`config.mk`:
```
export PLATFORM = sky130hd
export DESIGN_NAME = eld_audio_capability_parser
export DESIGN_NICKNAME = d
export VERILOG_FILES = /design/src/rtl/eld_acp_pkg.sv /design/src/rtl/eld_acp_parse.sv /design/src/rtl/eld_acp_rsp_fifo.sv /design/src/rtl/eld_audio_capability_parser.sv
export SDC_FILE = /design/constraint.sdc
export NUM_CORES = 1
export LEC_CHECK = 0
export BUFFER_PORTS_ARGS = -buffer_cell sky130_fd_sc_hd__buf_2
export CAP_MARGIN = 10
export CELL_PAD_IN_SITES_DETAIL_PLACEMENT = 1
export CELL_PAD_IN_SITES_GLOBAL_PLACEMENT = 1
export CORE_UTILIZATION = 52
export CTS_CLUSTER_DIAMETER = 80
export DETAILED_ROUTE_END_ITERATION = 8
export GPL_TIMING_DRIVEN = 0
export PLACE_DENSITY = 0.91
export SETUP_SLACK_MARGIN = 0.2
export SYNTH_ARGS = -nofsm -noshare
export SYNTH_HDL_FRONTEND = slang
export SYNTH_SLANG_ARGS = --single-unit
```
`constraint.sdc`:
```
create_clock -name clock -period 9.25 [get_ports clock]
set_input_delay 1.85 -clock clock [delete_from_list [all_inputs] [get_ports clock]]
set_output_delay 1.85 -clock clock [all_outputs]
set_load 0.02 [all_outputs]
```
`src/rtl/eld_acp_pkg.sv`:
```
// Types, constants and helpers of the ELD audio capability parser.
package eld_acp_pkg;

   // Block layout
   localparam int HEADER_BYTES          = 20;
   localparam int MAX_ELD_BYTES_DEFAULT = 256;
   localparam int POS_VERSION           = 0;
   localparam int POS_NAME_LEN          = 4;
   localparam int POS_SAD_COUNT         = 5;
   localparam int POS_SPEAKER           = 7;

   // Accepted ELD versions
   localparam logic [4:0] VER_CEA861D = 5'd2;
   localparam logic [4:0] VER_PARTIAL = 5'd31;

   // Raw audio coding types
   localparam logic [3:0] CT_LPCM      = 4'd1;
   localparam logic [3:0] CT_BITRATE_LO = 4'd2;
   localparam logic [3:0] CT_BITRATE_HI = 4'd8;
   localparam logic [3:0] CT_WMA       = 4'd14;
   localparam logic [3:0] CT_EXTENDED  = 4'd15;

   // Extended type codes that map onto coding types 15..17
   localparam logic [4:0] XT_FIRST   = 5'd1;
   localparam logic [4:0] XT_LAST    = 5'd3;
   localparam logic [4:0] XT_OFFSET  = 5'd14;
   localparam logic [4:0] XT_UNKNOWN = 5'd0;

   localparam logic [20:0] BITRATE_STEP = 21'd8000;
   localparam logic [3:0]  CHAN_FLOOR   = 4'd2;
   localparam logic [15:0] SPEAKER_ALL  = 16'hffff;

   // Descriptor byte phase
   localparam logic [1:0] PHASE_FIRST = 2'd0;
   localparam logic [1:0] PHASE_LAST  = 2'd2;

   // Summary status codes
   localparam logic [1:0] ST_OK        = 2'd0;
   localparam logic [1:0] ST_BAD_VER   = 2'd1;
   localparam logic [1:0] ST_NAME_OVER = 2'd2;
   localparam logic [1:0] ST_SAD_OVER  = 2'd3;

   // Record kinds
   localparam logic KIND_DESC    = 1'b0;
   localparam logic KIND_SUMMARY = 1'b1;

   // Result queue
   localparam int RSP_FIFO_DEPTH = 4;
   localparam int RSP_PTR_W      = $clog2(RSP_FIFO_DEPTH);
   localparam int RSP_CNT_W      = $clog2(RSP_FIFO_DEPTH + 1);

   typedef struct packed {
      logic [7:0] data_byte;
      logic       last_byte;
   } req_type;

   typedef struct packed {
      logic        record_kind;
      logic [1:0]  status;
      logic [3:0]  count_or_index;
      logic [4:0]  coding_type;
      logic [3:0]  channels;
      logic [12:0] rate_mask;
      logic [2:0]  sample_size_mask;
      logic [20:0] bitrate_cap;
      logic [2:0]  wma_profile;
      logic [15:0] formats_mask;
      logic [3:0]  max_lpcm_channels;
      logic [15:0] speaker_alloc;
   } rsp_type;

   // Up to two records leave the parser per request, descriptor first
   typedef struct packed {
      logic    desc_valid;
      logic    sum_valid;
      rsp_type desc;
      rsp_type sum;
   } push_type;

   // Spread descriptor byte one onto the rate mask: bits 5..7 and 9..12
   function automatic logic [12:0] map_rates(input logic [6:0] b1);
      map_rates = {b1[6:3], 1'b0, b1[2:0], 5'b0};
   endfunction

endpackage

```
`src/rtl/eld_acp_parse.sv`:
```
// Header capture, descriptor decode and summary build of the ELD parser.
module eld_acp_parse
   import eld_acp_pkg::*;
#(
   parameter int MAX_ELD_BYTES = MAX_ELD_BYTES_DEFAULT
) (
   input  logic     clock,
   input  logic     reset,
   input  logic     step,
   input  req_type  item,
   output push_type push
);

   localparam int POS_W = $clog2(MAX_ELD_BYTES + 1);
   localparam int CMP_W = POS_W + 1;
   localparam logic [POS_W-1:0] POS_LIMIT = POS_W'(MAX_ELD_BYTES);

   logic [POS_W-1:0] pos_ff, pos_in;
   logic             version_ok_ff, version_ok_in;
   logic [4:0]       name_len_ff, name_len_in;
   logic [3:0]       sad_total_ff, sad_total_in;
   logic [6:0]       speaker_ff, speaker_in;
   logic [7:0]       sad_byte_ff [2];
   logic [1:0]       phase_ff, phase_in;
   logic [3:0]       sad_cnt_ff, sad_cnt_in;
   logic [15:0]      formats_ff, formats_in;
   logic [3:0]       max_any_ff, max_any_in;
   logic [3:0]       max_pcm_ff, max_pcm_in;

   // values after this byte, before the end-of-block clear
   logic [POS_W-1:0] pos_upd;
   logic             version_ok_upd;
   logic [4:0]       name_len_upd;
   logic [3:0]       sad_total_upd;
   logic [6:0]       speaker_upd;
   logic [1:0]       phase_upd;
   logic [3:0]       sad_cnt_upd;
   logic [15:0]      formats_upd;
   logic [3:0]       max_any_upd;
   logic [3:0]       max_pcm_upd;

   logic             in_range;
   logic             in_window;
   logic             sad_store;
   logic             sad_fire;
   logic [CMP_W-1:0] start_cur;
   logic [CMP_W-1:0] start_upd;
   logic [CMP_W-1:0] block_size;
   logic [3:0]       raw;
   logic [3:0]       chans;
   logic [4:0]       ext_code;
   logic [4:0]       ctype;
   logic [1:0]       status;

   assign in_range  = pos_ff < POS_LIMIT;
   assign start_cur = CMP_W'(HEADER_BYTES) + CMP_W'(name_len_ff);
   assign in_window = version_ok_ff && ({1'b0, pos_ff} >= start_cur)
                      && (sad_cnt_ff < sad_total_ff);

   assign raw      = sad_byte_ff[0][6:3];
   assign chans    = {1'b0, sad_byte_ff[0][2:0]} + 4'd1;
   assign ext_code = item.data_byte[7:3];

   always_comb begin
      if (raw == CT_EXTENDED) begin
         if (ext_code inside {[XT_FIRST:XT_LAST]}) begin
            ctype = ext_code + XT_OFFSET;
         end else begin
            ctype = XT_UNKNOWN;
         end
      end else begin
         ctype = {1'b0, raw};
      end
   end

   always_comb begin
      pos_upd        = pos_ff;
      version_ok_upd = version_ok_ff;
      name_len_upd   = name_len_ff;
      sad_total_upd  = sad_total_ff;
      speaker_upd    = speaker_ff;
      phase_upd      = phase_ff;
      sad_cnt_upd    = sad_cnt_ff;
      formats_upd    = formats_ff;
      max_any_upd    = max_any_ff;
      max_pcm_upd    = max_pcm_ff;
      sad_store      = 1'b0;
      sad_fire       = 1'b0;

      if (step && in_range) begin
         pos_upd = pos_ff + 1'b1;
         if (pos_ff == POS_W'(POS_VERSION)) begin
            version_ok_upd = item.data_byte[7:3] inside {VER_CEA861D, VER_PARTIAL};
         end else if (pos_ff == POS_W'(POS_NAME_LEN)) begin
            name_len_upd = item.data_byte[4:0];
         end else if (pos_ff == POS_W'(POS_SAD_COUNT)) begin
            sad_total_upd = item.data_byte[7:4];
         end else if (pos_ff == POS_W'(POS_SPEAKER)) begin
            speaker_upd = item.data_byte[6:0];
         end else if (in_window) begin
            if (phase_ff == PHASE_LAST) begin
               sad_fire    = 1'b1;
               phase_upd   = PHASE_FIRST;
               sad_cnt_upd = sad_cnt_ff + 4'd1;
               formats_upd = formats_ff | (16'd1 << raw);
               if (chans > max_any_ff) begin
                  max_any_upd = chans;
               end
               if ((raw == CT_LPCM) && (chans > max_pcm_ff)) begin
                  max_pcm_upd = chans;
               end
            end else begin
               sad_store = 1'b1;
               phase_upd = phase_ff + 2'd1;
            end
         end
      end
   end

   // summary status from the state as it stands after this byte
   assign start_upd  = CMP_W'(HEADER_BYTES) + CMP_W'(name_len_upd);
   assign block_size = in_range ? (CMP_W'(pos_ff) + 1'b1) : CMP_W'(POS_LIMIT);

   always_comb begin
      if (!version_ok_upd) begin
         status = ST_BAD_VER;
      end else if (start_upd > block_size) begin
         status = ST_NAME_OVER;
      end else if (sad_cnt_upd < sad_total_upd) begin
         status = ST_SAD_OVER;
      end else begin
         status = ST_OK;
      end
   end

   // end of block: clear everything but the formats seen so far
   always_comb begin
      formats_in = formats_upd;
      if (step && item.last_byte) begin
         pos_in        = '0;
         version_ok_in = 1'b0;
         name_len_in   = '0;
         sad_total_in  = '0;
         speaker_in    = '0;
         phase_in      = PHASE_FIRST;
         sad_cnt_in    = '0;
         max_any_in    = CHAN_FLOOR;
         max_pcm_in    = CHAN_FLOOR;
      end else begin
         pos_in        = pos_upd;
         version_ok_in = version_ok_upd;
         name_len_in   = name_len_upd;
         sad_total_in  = sad_total_upd;
         speaker_in    = speaker_upd;
         phase_in      = phase_upd;
         sad_cnt_in    = sad_cnt_upd;
         max_any_in    = max_any_upd;
         max_pcm_in    = max_pcm_upd;
      end
   end

   always_comb begin
      push.desc_valid            = sad_fire;
      push.desc.record_kind      = KIND_DESC;
      push.desc.status           = ST_OK;
      push.desc.count_or_index   = sad_cnt_ff;
      push.desc.coding_type      = ctype;
      push.desc.channels         = chans;
      push.desc.rate_mask        = map_rates(sad_byte_ff[1][6:0]);
      push.desc.sample_size_mask = (raw == CT_LPCM) ? item.data_byte[2:0] : 3'd0;
      push.desc.bitrate_cap      = (raw inside {[CT_BITRATE_LO:CT_BITRATE_HI]})
                                   ? (21'(item.data_byte) * BITRATE_STEP) : 21'd0;
      push.desc.wma_profile      = (raw == CT_WMA) ? item.data_byte[2:0] : 3'd0;
      push.desc.formats_mask     = '0;
      push.desc.max_lpcm_channels = '0;
      push.desc.speaker_alloc    = '0;

      push.sum_valid             = step && item.last_byte;
      push.sum.record_kind       = KIND_SUMMARY;
      push.sum.status            = status;
      push.sum.count_or_index    = sad_total_upd;
      push.sum.coding_type       = '0;
      push.sum.channels          = max_any_upd;
      push.sum.rate_mask         = '0;
      push.sum.sample_size_mask  = '0;
      push.sum.bitrate_cap       = '0;
      push.sum.wma_profile       = '0;
      push.sum.formats_mask      = formats_upd;
      push.sum.max_lpcm_channels = max_pcm_upd;
      push.sum.speaker_alloc     = (speaker_upd != 7'd0) ? {9'd0, speaker_upd}
                                                         : SPEAKER_ALL;
   end

   always_ff @(posedge clock) begin
      if (reset) begin
         pos_ff        <= '0;
         version_ok_ff <= 1'b0;
         name_len_ff   <= '0;
         sad_total_ff  <= '0;
         speaker_ff    <= '0;
         phase_ff      <= PHASE_FIRST;
         sad_cnt_ff    <= '0;
         formats_ff    <= '0;
         max_any_ff    <= CHAN_FLOOR;
         max_pcm_ff    <= CHAN_FLOOR;
      end else begin
         pos_ff        <= pos_in;
         version_ok_ff <= version_ok_in;
         name_len_ff   <= name_len_in;
         sad_total_ff  <= sad_total_in;
         speaker_ff    <= speaker_in;
         phase_ff      <= phase_in;
         sad_cnt_ff    <= sad_cnt_in;
         formats_ff    <= formats_in;
         max_any_ff    <= max_any_in;
         max_pcm_ff    <= max_pcm_in;
      end
   end

   // hold the first two descriptor bytes until the third arrives
   always_ff @(posedge clock) begin
      if (sad_store) begin
         sad_byte_ff[phase_ff[0]] <= item.data_byte;
      end
   end

endmodule

```
`src/rtl/eld_acp_rsp_fifo.sv`:
```
// Result queue taking up to two records a cycle and giving one while rsp_stall is low.
module eld_acp_rsp_fifo
   import eld_acp_pkg::*;
(
   input  logic     clock,
   input  logic     reset,
   input  push_type push,
   output logic     room,
   output logic     rsp_valid,
   input  logic     rsp_stall,
   output rsp_type  rsp_data
);

   rsp_type                mem_ff [RSP_FIFO_DEPTH];
   logic [RSP_PTR_W-1:0]   wr_ptr_ff, wr_ptr_in;
   logic [RSP_PTR_W-1:0]   rd_ptr_ff, rd_ptr_in;
   logic [RSP_CNT_W-1:0]   count_ff, count_in;
   logic [RSP_PTR_W-1:0]   sum_slot;
   logic [1:0]             n_push;
   logic                   pop;

   assign rsp_valid = count_ff != '0;
   assign rsp_data  = mem_ff[rd_ptr_ff];
   assign pop       = rsp_valid && !rsp_stall;
   assign room      = count_ff <= RSP_CNT_W'(RSP_FIFO_DEPTH - 2);
   assign n_push    = 2'(push.desc_valid) + 2'(push.sum_valid);
   assign sum_slot  = push.desc_valid ? (wr_ptr_ff + 1'b1) : wr_ptr_ff;

   always_comb begin
      wr_ptr_in = wr_ptr_ff + RSP_PTR_W'(n_push);
      rd_ptr_in = rd_ptr_ff + RSP_PTR_W'(pop);
      count_in  = count_ff + RSP_CNT_W'(n_push) - RSP_CNT_W'(pop);
   end

   always_ff @(posedge clock) begin
      if (reset) begin
         wr_ptr_ff <= '0;
         rd_ptr_ff <= '0;
         count_ff  <= '0;
      end else begin
         wr_ptr_ff <= wr_ptr_in;
         rd_ptr_ff <= rd_ptr_in;
         count_ff  <= count_in;
      end
   end

   always_ff @(posedge clock) begin
      if (push.desc_valid) begin
         mem_ff[wr_ptr_ff] <= push.desc;
      end
      if (push.sum_valid) begin
         mem_ff[sum_slot] <= push.sum;
      end
   end

endmodule

```
`src/rtl/eld_audio_capability_parser.sv`:
```
// ELD audio capability parser: takes an ELD block one byte per request and
// returns one record per short audio descriptor plus a summary on the final
// byte. A request is taken in every cycle while the result side keeps up;
// each request is held in the input register, where version, name
// length, descriptor count and speaker bits are captured and the third byte
// of each descriptor is decoded, and its records land in a four-entry result
// queue, from which a record shows on rsp_ and is taken when rsp_stall is
// low. A final byte that also completes a descriptor yields two records,
// descriptor first and summary behind it in the queue. The input stalls only
// while a request is held and the queue has fewer than two free entries.
// The formats mask in the summary gathers every raw coding type seen since
// reset and is not cleared between blocks; all other per-block state returns
// to its reset value after the final byte. Bytes at positions MAX_ELD_BYTES
// and above are ignored and the block size then counts as MAX_ELD_BYTES.
module eld_audio_capability_parser
   import eld_acp_pkg::*;
#(
   parameter int MAX_ELD_BYTES = MAX_ELD_BYTES_DEFAULT
) (
   input  logic    clock,
   input  logic    reset,
   input  logic    req_valid,
   output logic    req_stall,
   input  req_type req_data,
   output logic    rsp_valid,
   input  logic    rsp_stall,
   output rsp_type rsp_data
);

   logic     in_valid_ff, in_valid_in;
   req_type  in_item_ff;
   logic     accept;
   logic     advance;
   logic     fifo_room;
   push_type push;

   // Advance the held request once the queue can take both of its records;
   // stall the input only while a held request cannot advance.
   assign advance   = in_valid_ff && fifo_room;
   assign req_stall = in_valid_ff && !fifo_room;
   assign accept    = req_valid && !req_stall;

   always_comb begin
      if (accept) begin
         in_valid_in = 1'b1;
      end else if (advance) begin
         in_valid_in = 1'b0;
      end else begin
         in_valid_in = in_valid_ff;
      end
   end

   always_ff @(posedge clock) begin
      if (reset) begin
         in_valid_ff <= 1'b0;
      end else begin
         in_valid_ff <= in_valid_in;
      end
   end

   // Hold the payload until the next request is accepted.
   always_ff @(posedge clock) begin
      if (accept) begin
         in_item_ff <= req_data;
      end
   end

   // Parse the held byte against the block state.
   eld_acp_parse #(
      .MAX_ELD_BYTES(MAX_ELD_BYTES)
   ) u_parse (
      .clock (clock),
      .reset (reset),
      .step  (advance),
      .item  (in_item_ff),
      .push  (push)
   );

   // Queue the records and present them one per cycle while rsp_stall is low.
   eld_acp_rsp_fifo u_rsp_fifo (
      .clock     (clock),
      .reset     (reset),
      .push      (push),
      .room      (fifo_room),
      .rsp_valid (rsp_valid),
      .rsp_stall (rsp_stall),
      .rsp_data  (rsp_data)
   );

endmodule

```
Word level (Yosys, flattened, before mapping)
Memory sizes are Yosys's and may differ from the RTL's. A register that Yosys moved wholly into a read port is not among the register bits.
Cells that the tools add are included.
Storage, ports and cells
  latch bits: 0
  memories kept: 2
  ROM bits: 0
  memory bits (writable): 360
  bits in registers: 73
Operators by class
  equal/unequal tests: 9
  muxes and demuxes: 79
  reduce and logical (&&, ||, !) cells: 21
  div/mod/pow operators: 0
  multiply operators: 1
  add/subtract/negate cells: 14
  bitwise logic cells: 5
  order comparisons: 12
  shift-type cells: 1
Memories
  u_rsp_fifo.mem_ff: depth 4, bits a word 86, rd ports 1, clocked after Yosys merged registers in 1, wr ports 2, line eld_acp_rsp_fifo.sv:14  | rsp_type mem_ff [RSP_FIFO_DEPTH];
  u_parse.sad_byte_ff: depth 2, bits a word 8, rd ports 2, clocked after Yosys merged registers in 0, wr ports 1, line eld_acp_parse.sv:23  | logic [7:0] sad_byte_ff [2];
Operators by type and width (number)
  $mux 16: 8
  $mux 4: 27
  $mux 7: 5
  $eq 9x3->1 const B: 3
  $mux 5: 5
  $mux 1: 24
  $mux 21: 1
  $or 16x16->16: 1
  $shl 1x4->16 const A: 1
  $mul 8x7->15 const B: 1
  $add 5x5->6 const A: 2
  $mux 2: 6
  $logic_and 1x1->1: 11
  $add 9x1->10 const B: 1
  $ge 9x10->1: 1
  $gt 10x10->1: 1
  $mux 10: 1
  $add 9x1->9 const B: 1
  $logic_not 9->1: 1
  $lt 9x9->1 const B: 1
  $eq 4x4->1 const B: 2
  $gt 4x4->1: 2
  $lt 4x4->1: 2
  $reduce_bool 7->1: 1
  25 further kinds: 33

Longest topological paths before layout
Gate-level depths: netlist of the first run.
  word-level depth: 14
  depth in mapped cells: 17
  depth with buffers taken out: 16

Hierarchy
A second synthesis of the first run with hierarchy kept.
Unflattened totals
  cells, all modules: 1679
  area total of the unflattened synthesis: 25201.7 µm²
Modules (own cells, without submodules)
  eld_acp_rsp_fifo: instances 1, cells each 946, area an instance 18512.8 µm²
  eld_acp_parse: instances 1, cells each 719, area an instance 6362.4 µm²
  eld_audio_capability_parser: instances 1, cells each 14, area an instance 326.6 µm²

Least setup slack after synthesis of the first run
No wires, ideal clock.
  kind: reg2reg
  start: register in_item_ff[3] (netlist bit)
  end: memory u_rsp_fifo.mem_ff[3][57] (netlist bit)
  cell stages (with the launch flop): 14
  arrival time: 4.326 ns
  buffers on the path: 0
  period minus slack after synthesis: 4.458 ns
  slack: 4.792 ns
  cells stage by stage: edfxtp_1 -> fa_1 -> inv_1 -> fa_1 -> fa_1 -> inv_1 -> fa_1 -> ha_1 -> and3_1 -> a221oi_1 -> a21oi_1 -> o311a_1 -> nand2_1 -> a21oi_1
RTL lines
  from (decl): line eld_audio_capability_parser.sv:31  | req_type in_item_ff;
  from (signal assigned): line eld_audio_capability_parser.sv:64  | in_item_ff <= req_data;
  to (decl): line eld_acp_rsp_fifo.sv:14

==> summary.md, run 1 <==
| Metric | Value |
|---|---|
| Grt ovf | 0 |
| Worst R2R Setup Slack | 3.35 ns |
| Post-CTS sizing | 0 |
| Final net count | 1981 |
| Highest Clock Rate | 170 MHz |
| Die Wd | 190 um |
| Largest area contributor in the netlist | edfxtp_1 |
| Critical Path Most Common Cell | fa_1 |
| DR WL/cell | 26.9 um |
| Cells after Synth | 1706 |
| Initial Utilization | 53.0% |
| Post-CTS Setup Inserts | 0 |
| GRT Overall Usage | 35.4% |
| Vias per cell | 6.36 |
| Hold_sp | u_rsp_fifo.mem_ff[1][47] |
| Unrepaired setup endpoints after global routing | no |
| Fillers | 3736 |
| Drc violations | 0 |
| Placed insts | 2269 |
| Count leader, synth | nand2_1 |
| I/O pin count | 107 |
| First-pass GRT wire length | 95500 um |
| Share of the synthesized area in the top cell type | 28.7% |
| GRT met1 Usage | 41.8% |
| Delay-heaviest family, CP | adder cells |
| Vias in the first global route | 16200 |
| Port Buf Inserts | 93 |
| Max Slew Vio Count | 0 |
| Final setup viols | 0 |
| Worst EP required | 9.71 ns |
| Synth-to-Final Area Change | 13.2% |
| Synth async-reset ratio | 0% |
| Largest cells by area after synthesis | edfxtp_1, dfxtp_1, mux4_2 |
| Fin crit share | 63.7% |
| Largest net degree at the start of global routing | 30 |
| Clock transition at path regs | 0.06 ns |
| EDFF count, synth | 175 |
| WL final | 62900 um |
| Remaining antenna violation count | 0 |
| CP cell instances | inv_1, ha_1, fa_1, fa_1, fa_1, ha_1, and3_1, a221oi_1, a21oi_1, o21ai_0, o311a_1, nand2_1, a21oi_1 |
| Crit end category | register |
| Mapped cell area | 0.0183 sq mm |
| Clock latency on the worst-skew pair | 0.56 ns |
| Clock skew after layout | 0.0148 ns |
| Sequential share of the synthesized area | 50.6% |
| Initial antenna violation count | 1 |
| Most used routing layer | met2 |
| Yosys reg bits | 375 |
| Num rows | 68 |
| Max-cap check violation count | 0 |
| Crit path max fanout | 12 |
| P_leak | 7.67 nW |
| CTS Buf Count | 40 |
| Antenna cell count | 0 |
| Worst r2r src | in_item_ff[6] |
| Max clock buf depth | 3 |
| Fraction of layout cells with a size suffix above 1 | 17.4% |
| Die height | 190 um |
| CTS tree | built |
| Hold path cells | 2 |
| Setup TNS | 0 ns |
| Drt first pass iters | 5 |
| Worst setup path class | reg2reg |
| CP Buf/Inv Count | 1 |
| Reg-to-reg endpoint | u_rsp_fifo.mem_ff[1][57] |
| Final cell count without fillers | 2340 |
| Syn_area_per_cell | 10.7 sq um |
| Dpl hpwl | 41300 um |
| CP max-delay cell | edfxtp_1 |
| Worst Path Arrival | 6.36 ns |
| Clock Sinks | 375 |
| Final Cell Area | 0.0207 sq mm |
| Status | complete, no violations |
| PD cells | 227 mW/mm^2 |
| Worst vdd ir | 0.158 mV |
| Reg2reg path depth | 13 |
| Post-synthesis cell type count | 69 |
| Total die area | 0.0359 sq mm |
| Min Tclk post-route | 5.90 ns |
| H-tree levels | 2 |
| Clock root cell | clkbuf_16 |
| Slew @ Worst Pin | 1.23 ns |
| GR Util met2 | 60.9% |
| Placed Area | 0.0195 sq mm |
| Max stage delay on crit path | 0.91 ns |
| GP Congestion | 0.975 |
| CTS Hold Bufs | 0 |
| Hold Path End | u_rsp_fifo.mem_ff[1][47] |
| Final Hold Vio Count | 0 |
| YS warnings | 0 |
| Met3 GRT Util | 6.81% |
| Vias post-DR | 14900 |
| Startpoint Class | register |
| Total core area | 0.0345 sq mm |
| Relative slew slack | 16.2% |
| Initial DRC count | 1432 |
| Ys flop type | dfxtp_1 |
| Synth top cells by count | nand2_1, nor2_1, dfxtp_1, edfxtp_1, a21oi_1 |
| Hold Crit Class | reg2reg |
[through the flow]
stage	util, %	setup WS (ns)	total power (W)	hold slack [ns]
floorplan	-	4.79	0.00274	0.418
global placement	56.1	3.84	0.00305	0.429
detailed placement	56.3	3.51	0.00313	0.447
CTS	60.0	3.40	0.00469	0.456
global route	60.0	3.20	0.00487	0.473
finish	60.0	3.35	0.00471	0.457
[cells by family after synthesis]
family                     after synthesis  synth area share (%)
and+or+nand+nor                        637                  15.3
DFF                                    375                  50.6
AOI/OAI and AO/OA                      265                  8.46
buffers and inverters                  179                  4.66
adders and majority gates              112                  8.60
muxes                                  106                  10.8
xor gates and xnor gates                31                  1.48
other                                    1                0.0205
[how the worst max path moves through the flow]
| stage | slack (ns) | cells past startpoint | from | endpoint |
|---|---|---|---|---|
| after floorplan | 4.79 | 13 | in_item_ff[3] | u_rsp_fifo.mem_ff[3][57] |
| after global placement | 3.84 | 13 | in_item_ff[6] | u_rsp_fifo.mem_ff[3][57] |
| after detailed placement | 3.51 | 13 | in_item_ff[6] | u_rsp_fifo.mem_ff[0][57] |
| after CTS | 3.40 | 13 | in_item_ff[6] | u_rsp_fifo.mem_ff[1][57] |
| after global routing | 3.20 | 13 | in_item_ff[6] | u_rsp_fifo.mem_ff[1][57] |
| final | 3.35 | 13 | in_item_ff[6] | u_rsp_fifo.mem_ff[1][57] |
[routing by layer]
| metal | vias to the layer above | wire length (um) |
|---|---|---|
| met1 | 7477 | 23100 |
| met4 | 2 | 3210 |
| met5 | - | 13 |
| li1 | 6251 | - |
| met3 | 268 | 5090 |
| met2 | 887 | 31600 |
[power breakdown]
group	switching (W)	internal [W]	total, W
Clock	0.000694	0.000884	0.00158
Combinational	0.000816	0.000515	0.00133
Sequential	0.0000411	0.00176	0.00180
Total	0.00155	0.00316	0.00471
[layout make-up]
type | count | area (sq um) | share of cell area [%]
clock inverters | 9 | 61.3 | 0.296
plain buffers | 119 | 627 | 3.03
repair buffers | 97 | 546 | 2.63
inverters | 60 | 225 | 1.09
well taps | 455 | 569 | 2.75
multi-input cells | 1163 | 8240 | 39.8
clock buffers | 62 | 1180 | 5.72
flip-flops and latches | 375 | 9260 | 44.7
[flip-flops by register name (all words and copies together), names as in the netlist, 3 cells and up]
name and flops:
u_parse.max_pcm_ff 4, u_parse.formats_ff 16, u_parse.speaker_ff 7, u_rsp_fifo.count_ff 3, u_parse.sad_byte_ff 14, u_parse.sad_cnt_ff 4
in_item_ff 9, u_parse.max_any_ff 4, u_parse.name_len_ff 5, u_rsp_fifo.mem_ff 288, u_parse.pos_ff 9, u_parse.sad_total_ff 4
[placed cells by master, fill, tap and decap left out, types with 18 or more instances in the layout]
cell and n:
nand3_1 35, and2_1 21, buf_4 23, fa_1 23
o21ai_0 34, a21oi_1 151, dfxtp_1 200, nor2b_1 19
inv_1 59, mux4_2 72, nand2_1 252, nor2_1 231
ha_1 89, clkbuf_1 54, edfxtp_1 175, buf_2 134
mux2i_1 25, clkbuf_16 41, xnor2_1 18
[worst min-delay path, stage by stage, from the launching register on]
cell     delay (ns)
dfxtp_1        0.31
nand2_1        0.05
a21oi_1        0.05
Note: power is estimated with default switching activity, not from simulation.
==> run 2: changes to the inputs <==
Settings changed: ABC_AREA set to 1, CORE_UTILIZATION 52 to 47, PLACE_DENSITY 0.91 to 0.87.
Clock period 9.25 ns to 5.6 ns, I/O delays scaled along.
==> summary.md, run 2 <==
| Metric | Value |
|---|---|
| Vias in the first global route | 17400 (+7.4%) |
| Worst vdd ir | 0.271 mV (+71%) |
| Initial antenna violation count | 0 (-1) |
| PD cells | 437 mW/mm^2 (+92%) |
| CTS tree | built |
| DR WL/cell | 23.5 um (-13%) |
| Max-cap check violation count | 0 (unchanged) |
| CTS Buf Count | 42 (+5.0%) |
| Final Hold Vio Count | 0 (unchanged) |
| First-pass GRT wire length | 98500 um (+3.1%) |
| YS warnings | 0 (unchanged) |
| Synth async-reset ratio | 0% (unchanged) |
| EDFF count, synth | 175 (unchanged) |
| Status | complete, no violations |
| Psw | 0.00363 W (+130%) |
| Largest area contributor in the netlist | edfxtp_1 |
| WHS | 0.460 ns (+0.00274 ns) |
| Slew @ Worst Pin | 0.918 ns (-0.315 ns) |
| Initial DRC count | 1553 (+8.4%) |
| P_leak | 8.09 nW (+5.5%) |
| Max FFs per register | 288 (unchanged) |
| Max clock buf depth | 3 (unchanged) |
| Final setup viols | 0 (unchanged) |
| Final Cell Area | 0.0208 sq mm (+0.56%) |
| Clock skew after layout | 0.0219 ns (+0.00706 ns) |
| WL final | 65100 um (+3.4%) |
| Startpoint Class | register |
| Setup TNS | 0 ns (unchanged) |
| Yosys reg bits | 375 (unchanged) |
| Antenna cell count | 0 (unchanged) |
| Min Tclk post-route | 5.31 ns (-0.586 ns) |
| Largest cells by area after synthesis | edfxtp_1, dfxtp_1, nor2_1 |
| Placed Area | 0.0194 sq mm (-0.48%) |
| Synth top cells by count | nor2_1, nand2_1, o21ai_0, dfxtp_1, edfxtp_1 |
| Worst EP required | 6.02 ns (-3.69 ns) |
| Remaining antenna violation count | 0 (unchanged) |
| Drt first pass iters | 6 (+1) |
| H-tree levels | 2 (unchanged) |
| Sequential share of the synthesized area | 51.1% (+0.47 points) |
| Clock Sinks | 375 (unchanged) |
| Switch share | 39.9% (+7.0 points) |
| Internal power | 0.00547 W (+73%) |
| Initial Utilization | 47.9% (-5.1 points) |
| I/O pin count | 107 (unchanged) |
| Clock power share | 29.9% (-3.6 points) |
| Highest Clock Rate | 188 MHz (+11%) |
| Dpl hpwl | 45500 um (+10%) |
| Logic pwr share | 37.4% (+9.2 points) |
| Commonest cells after routing, fill and taps aside | nor2_1, nand2_1, o21ai_0, dfxtp_1, edfxtp_1 |
| Mapped cell area | 0.0181 sq mm (-0.92%) |
| Drc violations | 0 (unchanged) |
| Syn_area_per_cell | 8.80 sq um (-18%) |
| Fraction of layout cells with a size suffix above 1 | 11.8% (-5.6 points) |
| Final net count | 2353 (+19%) |
| Fillers | 4495 (+20%) |
| Count leader, synth | nor2_1 |
| Crit end category | register |
| Clock root cell | clkbuf_16 |
| CTS Hold Bufs | 0 (unchanged) |
| Worst setup path class | reg2reg |
| Relative slew slack | 38.8% (+23 points) |
| Port Buf Inserts | 94 (+1.1%) |
| Total die area | 0.0394 sq mm (+9.5%) |
| Most flops, register | u_rsp_fifo.mem_ff |
| Worst R2R Setup Slack | 0.29 ns (-3.06 ns) |
| Largest net degree at the start of global routing | 32 (+6.7%) |
| Crit path max fanout | 11 (-1) |
| Vias per cell | 5.99 (-5.8%) |
| Grt ovf | 0 (unchanged) |
| Clock transition at path regs | 0.06 ns (about the same) |
| Share of the synthesized area in the top cell type | 29.0% (+0.27 points) |
| Vias post-DR | 16600 (+11%) |
| Max Slew Vio Count | 0 (unchanged) |
| Final Power | 0.00910 W (+93%) |
| Cells after Synth | 2060 (+21%) |
| Most common cell after layout, fill and taps aside | nor2_1 |
| GRT Overall Usage | 33.2% (-2.2 points) |
| Synth-to-Final Area Change | 14.9% |
| Worst Path Arrival | 5.73 ns (-0.63 ns) |
| Fin crit share | 94.8% (+31 points) |
| Clock latency on the worst-skew pair | 0.58 ns (+0.02 ns) |
| Hold Crit Class | reg2reg |
| GP Congestion | 0.902 (-7.5%) |
| Total core area | 0.0378 sq mm (+9.6%) |
| Ys flop type | dfxtp_1 |
| Die height | 198 um (+4.6%) |
| Num rows | 71 (+4.4%) |
| Die Wd | 198 um (+4.6%) |
| Post-synthesis cell type count | 45 (-35%) |
| Unrepaired setup endpoints after global routing | no |
| Flop pwr share | 32.7% (-5.6 points) |
==> run 2: cell types whose count changed in the layout (fill, tap and decap cells not counted), sizes merged, moves of 21 or more <==
| cell | delta |
|---|---|
| nor2 | +132 |
| clkbuf | +34 |
| and2 | -21 |
| o21ai | +202 |
| nand3 | +37 |
| o22ai | +94 |
| mux4 | -72 |
| nor2b | -26 |
| mux2i | -27 |
| inv | +91 |
==> run 2: power by group through the flow <==
stage | Combinational [W] | Sequential (W) | Clock (W)
floorplan | 0.00206 | 0.00302 | 0
global placement | 0.00311 | 0.00304 | 0
detailed placement | 0.00324 | 0.00304 | 0
CTS | 0.00329 | 0.00298 | 0.00272
global route | 0.00362 | 0.00298 | 0.00283
finish | 0.00340 | 0.00298 | 0.00272
==> run 2: repair_timing <==
action | CTS | global route
buffers inserted | 0 | 15
setup endpoints to repair | 0 | 8
gates resized for setup | 0 | 0
==> run 2: layout make-up <==
class	count	area, sq um	area share, %
Sequential cell	375	9260	44.5
Clock inverter	9	101	0.487
Clock buffer	65	1230	5.91
Multi-Input combinational cell	1407	7690	36.9
Timing Repair Buffer	113	676	3.24
Inverter	153	574	2.76
Tap cell	511	639	3.07
Buffer	136	658	3.16
==> run 2: per-stage QoR <==
step	setup WS [ns]	instances	util, %
final	0.290	2769	55.0
after global routing	0.184	2769	55.0
after CTS	0.287	2754	54.7
after detailed placement	0.319	2680	51.2
after global placement	0.566	2676	50.9
after floorplan	1.47	2071	-
==> run 2: final timing paths <==
check	startpoint	end	cells after the start
setup reg to reg	in_item_ff[3]	u_rsp_fifo.mem_ff[1][59]	16
hold reg to reg	u_rsp_fifo.mem_ff[1][38]	u_rsp_fifo.mem_ff[1][38]	2
hold / removal	u_rsp_fifo.mem_ff[1][38]	u_rsp_fifo.mem_ff[1][38]	2
setup / recovery	in_item_ff[3]	u_rsp_fifo.mem_ff[1][59]	16
==> run 2: worst max-delay path: stages (launching register included) <==
cell,delay [ns]
edfxtp_1,0.83
fa_1,0.59
inv_1,0.10
fa_1,0.44
fa_1,0.52
inv_1,0.06
fa_1,0.45
ha_1,0.38
nand2_1,0.10
nor3_1,0.24
nor2_1,0.12
o21ai_0,0.44
nand4_1,0.16
nand2_1,0.14
a21oi_1,0.08
o21ai_0,0.31
o21ai_0,0.18
==> run 2: layer usage <==
metal	global-route usage [%]	vias to the layer above	part of all wire [%]
li1	-	7336	-
met1	40.0	8255	39
met2	55.7	776	48
met3	6.85	224	7.8
met4	17.5	0	5.0
met5	0	-	0
==> run 2: logic make-up (layout without fill, tap and decap cells) <==
| family | Yosys count | in the layout | share of synthesized area (%) |
|---|---|---|---|
| adder cells (fa/ha/maj) | 112 | 112 | 8.68 |
| XOR/XNOR | 17 | 17 | 0.863 |
| flip-flops | 375 | 375 | 51.1 |
| AND/OR/NAND/NOR | 721 | 721 | 16.1 |
| AO/OA/AOI/OAI | 545 | 545 | 16.5 |
| buffers and inverters | 289 | 476 | 6.80 |
| other | 1 | 12 | 0.0207 |
==> run 3: changes to the inputs <==
Settings changed: ABC_AREA 1 to unset, CORE_UTILIZATION 47 to 49.
==> summary.md, run 3 (synthesis results as in run 1) <==
| Metric | Value |
|---|---|
| H-tree levels | 2 (unchanged) |
| CTS Hold Bufs | 0 (unchanged) |
| Antenna cell count | 0 (unchanged) |
| Psw | 0.00251 W (-31%) |
| Max-cap check violation count | 0 (unchanged) |
| Fin crit share | 87.0% (-7.8 points) |
| Port Buf Inserts | 93 (-1.1%) |
| Clock transition at path regs | 0.06 ns (about the same) |
| Worst r2r src | in_item_ff[7] |
| Max FFs per register | 288 (unchanged) |
| Final net count | 1993 (-15%) |
| P_leak | 7.78 nW (-3.9%) |
| Reg2reg path depth | 12 (-4) |
| Setup TNS | 0 ns (unchanged) |
| Commonest cells after routing, fill and taps aside | nand2_1, nor2_1, dfxtp_1, edfxtp_1, a21oi_1 |
| Hold_sp | u_rsp_fifo.mem_ff[1][85] |
| CP max-delay cell | edfxtp_1 |
| Clock skew after layout | 0.0131 ns (-0.00875 ns) |
| CTS Buf Count | 40 (-4.8%) |
| Max clock buf depth | 3 (unchanged) |
| Clock Sinks | 375 (unchanged) |
| Num rows | 70 (-1.4%) |
| Flop pwr share | 37.7% (+5.0 points) |
| Internal power | 0.00532 W (-2.7%) |
| Startpoint Class | register |
| Most common cell after layout, fill and taps aside | nand2_1 |
| Relative slew slack | 21.9% (-17 points) |
| Synth-to-Final Area Change | 14.2% |
| Final Cell Area | 0.0209 sq mm (+0.30%) |
| Clock root cell | clkbuf_16 |
| Worst R2R Setup Slack | 0.73 ns (+0.44 ns) |
| Switch share | 32.0% (-7.9 points) |
| Remaining antenna violation count | 0 (unchanged) |
| Initial Utilization | 49.9% (+2.0 points) |
| Grt ovf | 0 (unchanged) |
| Drc violations | 0 (unchanged) |
| Hold Path End | u_rsp_fifo.mem_ff[1][85] |
| Die Wd | 195 um (-1.6%) |
| Vias in the first global route | 15600 (-10%) |
| Highest Clock Rate | 205 MHz (+9.0%) |
| Final Hold Vio Count | 0 (unchanged) |
| GP Congestion | 0.921 (+2.1%) |
| Worst Path Arrival | 5.30 ns (-0.43 ns) |
| DR WL/cell | 24.7 um (+5.2%) |
| Critical Path Most Common Cell | ha_1 |
| Slew @ Worst Pin | 1.16 ns (+0.245 ns) |
| Worst setup path class | reg2reg |
| Clock power share | 34.1% (+4.2 points) |
| PD cells | 375 mW/mm^2 (-14%) |
| Fraction of layout cells with a size suffix above 1 | 18.3% (+6.5 points) |
| Initial DRC count | 1103 (-29%) |
| Initial antenna violation count | 0 (unchanged) |
| Max stage delay on crit path | 0.96 ns (+0.13 ns) |
| GRT Overall Usage | 31.0% (-2.2 points) |
| First-pass GRT wire length | 90000 um (-8.6%) |
| Crit end category | register |
| Hold path cells | 2 (unchanged) |
| Total die area | 0.0381 sq mm (-3.2%) |
| Crit path max fanout | 13 (+2) |
| I/O pin count | 107 (unchanged) |
| Max Slew Vio Count | 0 (unchanged) |
| Worst EP required | 6.02 ns (about the same) |
| Vias post-DR | 14500 (-13%) |
| Vias per cell | 6.11 (+2.0%) |
| Clock latency on the worst-skew pair | 0.55 ns (-0.03 ns) |
| Status | complete, no violations |
| Placed Area | 0.0195 sq mm (+0.57%) |
| Dpl hpwl | 39600 um (-13%) |
| Min Tclk post-route | 4.87 ns (-0.437 ns) |
| Most flops, register | u_rsp_fifo.mem_ff |
| Unrepaired setup endpoints after global routing | no |
| Final setup viols | 0 (unchanged) |
| CTS tree | built |
| Largest net degree at the start of global routing | 27 (-16%) |
| Die height | 195 um (-1.6%) |
| Hold Crit Class | reg2reg |
| Logic pwr share | 28.2% (-9.2 points) |
| Total core area | 0.0367 sq mm (-3.0%) |
| CP cell instances | inv_1, ha_1, fa_1, fa_1, ha_1, ha_1, o2111ai_1, a32oi_1, mux2i_1, nor2_1, a21oi_1, nor2_1 |
| Worst vdd ir | 0.212 mV (-22%) |
| WL final | 58500 um (-10%) |
| Reg-to-reg endpoint | u_rsp_fifo.mem_ff[0][56] |
| Drt first pass iters | 5 (-1) |
run 3: changes by cell type in the layout (fill, tap and decap cells not counted), sizes merged, moves of 37 or more:
cell   previous run  this run
o21ai           237        35
nand3            74        37
nor2            363       231
o22ai           108        14
mux4              0        72
inv             153        63
run 3: metal layers:
layer / vias up / share of wire [%] / GRT usage [%]
met2: 646 / 49 / 53.4
li1: 6304 / - / -
met1: 7335 / 39 / 37.8
met3: 174 / 7.6 / 5.42
met4: 0 / 4.2 / 14.2
met5: - / 0 / 0
run 3: worst max-delay path by stage:
stage,start,cells after the start,to
2_1_floorplan,in_item_ff[3],13,u_rsp_fifo.mem_ff[3][57]
3_3_place_gp,in_item_ff[6],13,u_rsp_fifo.mem_ff[3][57]
3_5_place_dp,in_item_ff[6],13,u_rsp_fifo.mem_ff[1][57]
4_1_cts,in_item_ff[3],14,u_rsp_fifo.mem_ff[3][57]
5_1_grt,in_item_ff[7],12,u_rsp_fifo.mem_ff[0][56]
6_report,in_item_ff[7],12,u_rsp_fifo.mem_ff[0][56]
run 3: worst max-delay path: cells and delay by family, from the launching register on:
kind                     cells  cell delay, ns
buffers and inverters        1            0.31
adder cells (fa/ha/maj)      5            2.08
flip-flops                   1            0.96
AO/OA/AOI/OAI                3            0.71
AND/OR/NAND/NOR              2            0.16
multiplexers                 1            0.54
run 3: cell type report:
type | instances | area, sq um
Timing Repair Buffer | 109 | 636
Sequential cell | 375 | 9260
Multi-Input combinational cell | 1163 | 8240
Tap cell | 468 | 586
Inverter | 60 | 225
Fill cell | 3946 | 15800
Clock inverter | 12 | 93.8
Buffer | 119 | 627
Clock buffer | 60 | 1220
run 3: power by group through the flow:
| stage | combinational, W | sequential, W | clock (W) |
|---|---|---|---|
| floorplan | 0.00152 | 0.00300 | 0 |
| global placement | 0.00203 | 0.00303 | 0 |
| detailed placement | 0.00212 | 0.00303 | 0 |
| CTS | 0.00217 | 0.00296 | 0.00268 |
| global route | 0.00237 | 0.00296 | 0.00279 |
| finish | 0.00220 | 0.00295 | 0.00267 |
run 3: what timing repair did:
item / 4_1_cts / 5_1_grt
setup endpoints to repair: 4 / 13
gates resized for setup: 0 / 1
buffers inserted: 6 / 6
gates cloned: 0 / 0
run 3: metrics by stage:
step | instances | total power (W) | hold WS [ns] | utilization, % | worst slack (ns)
global route | 2366 | 0.00812 | 0.476 | 56.9 | 0.525
floorplan | 1717 | 0.00452 | 0.418 | - | 1.14
finish | 2366 | 0.00783 | 0.449 | 56.9 | 0.727
global placement | 2278 | 0.00506 | 0.427 | 52.8 | 0.160
CTS | 2360 | 0.00781 | 0.446 | 56.8 | 0.206
detailed placement | 2282 | 0.00515 | 0.437 | 53.1 | 0.144
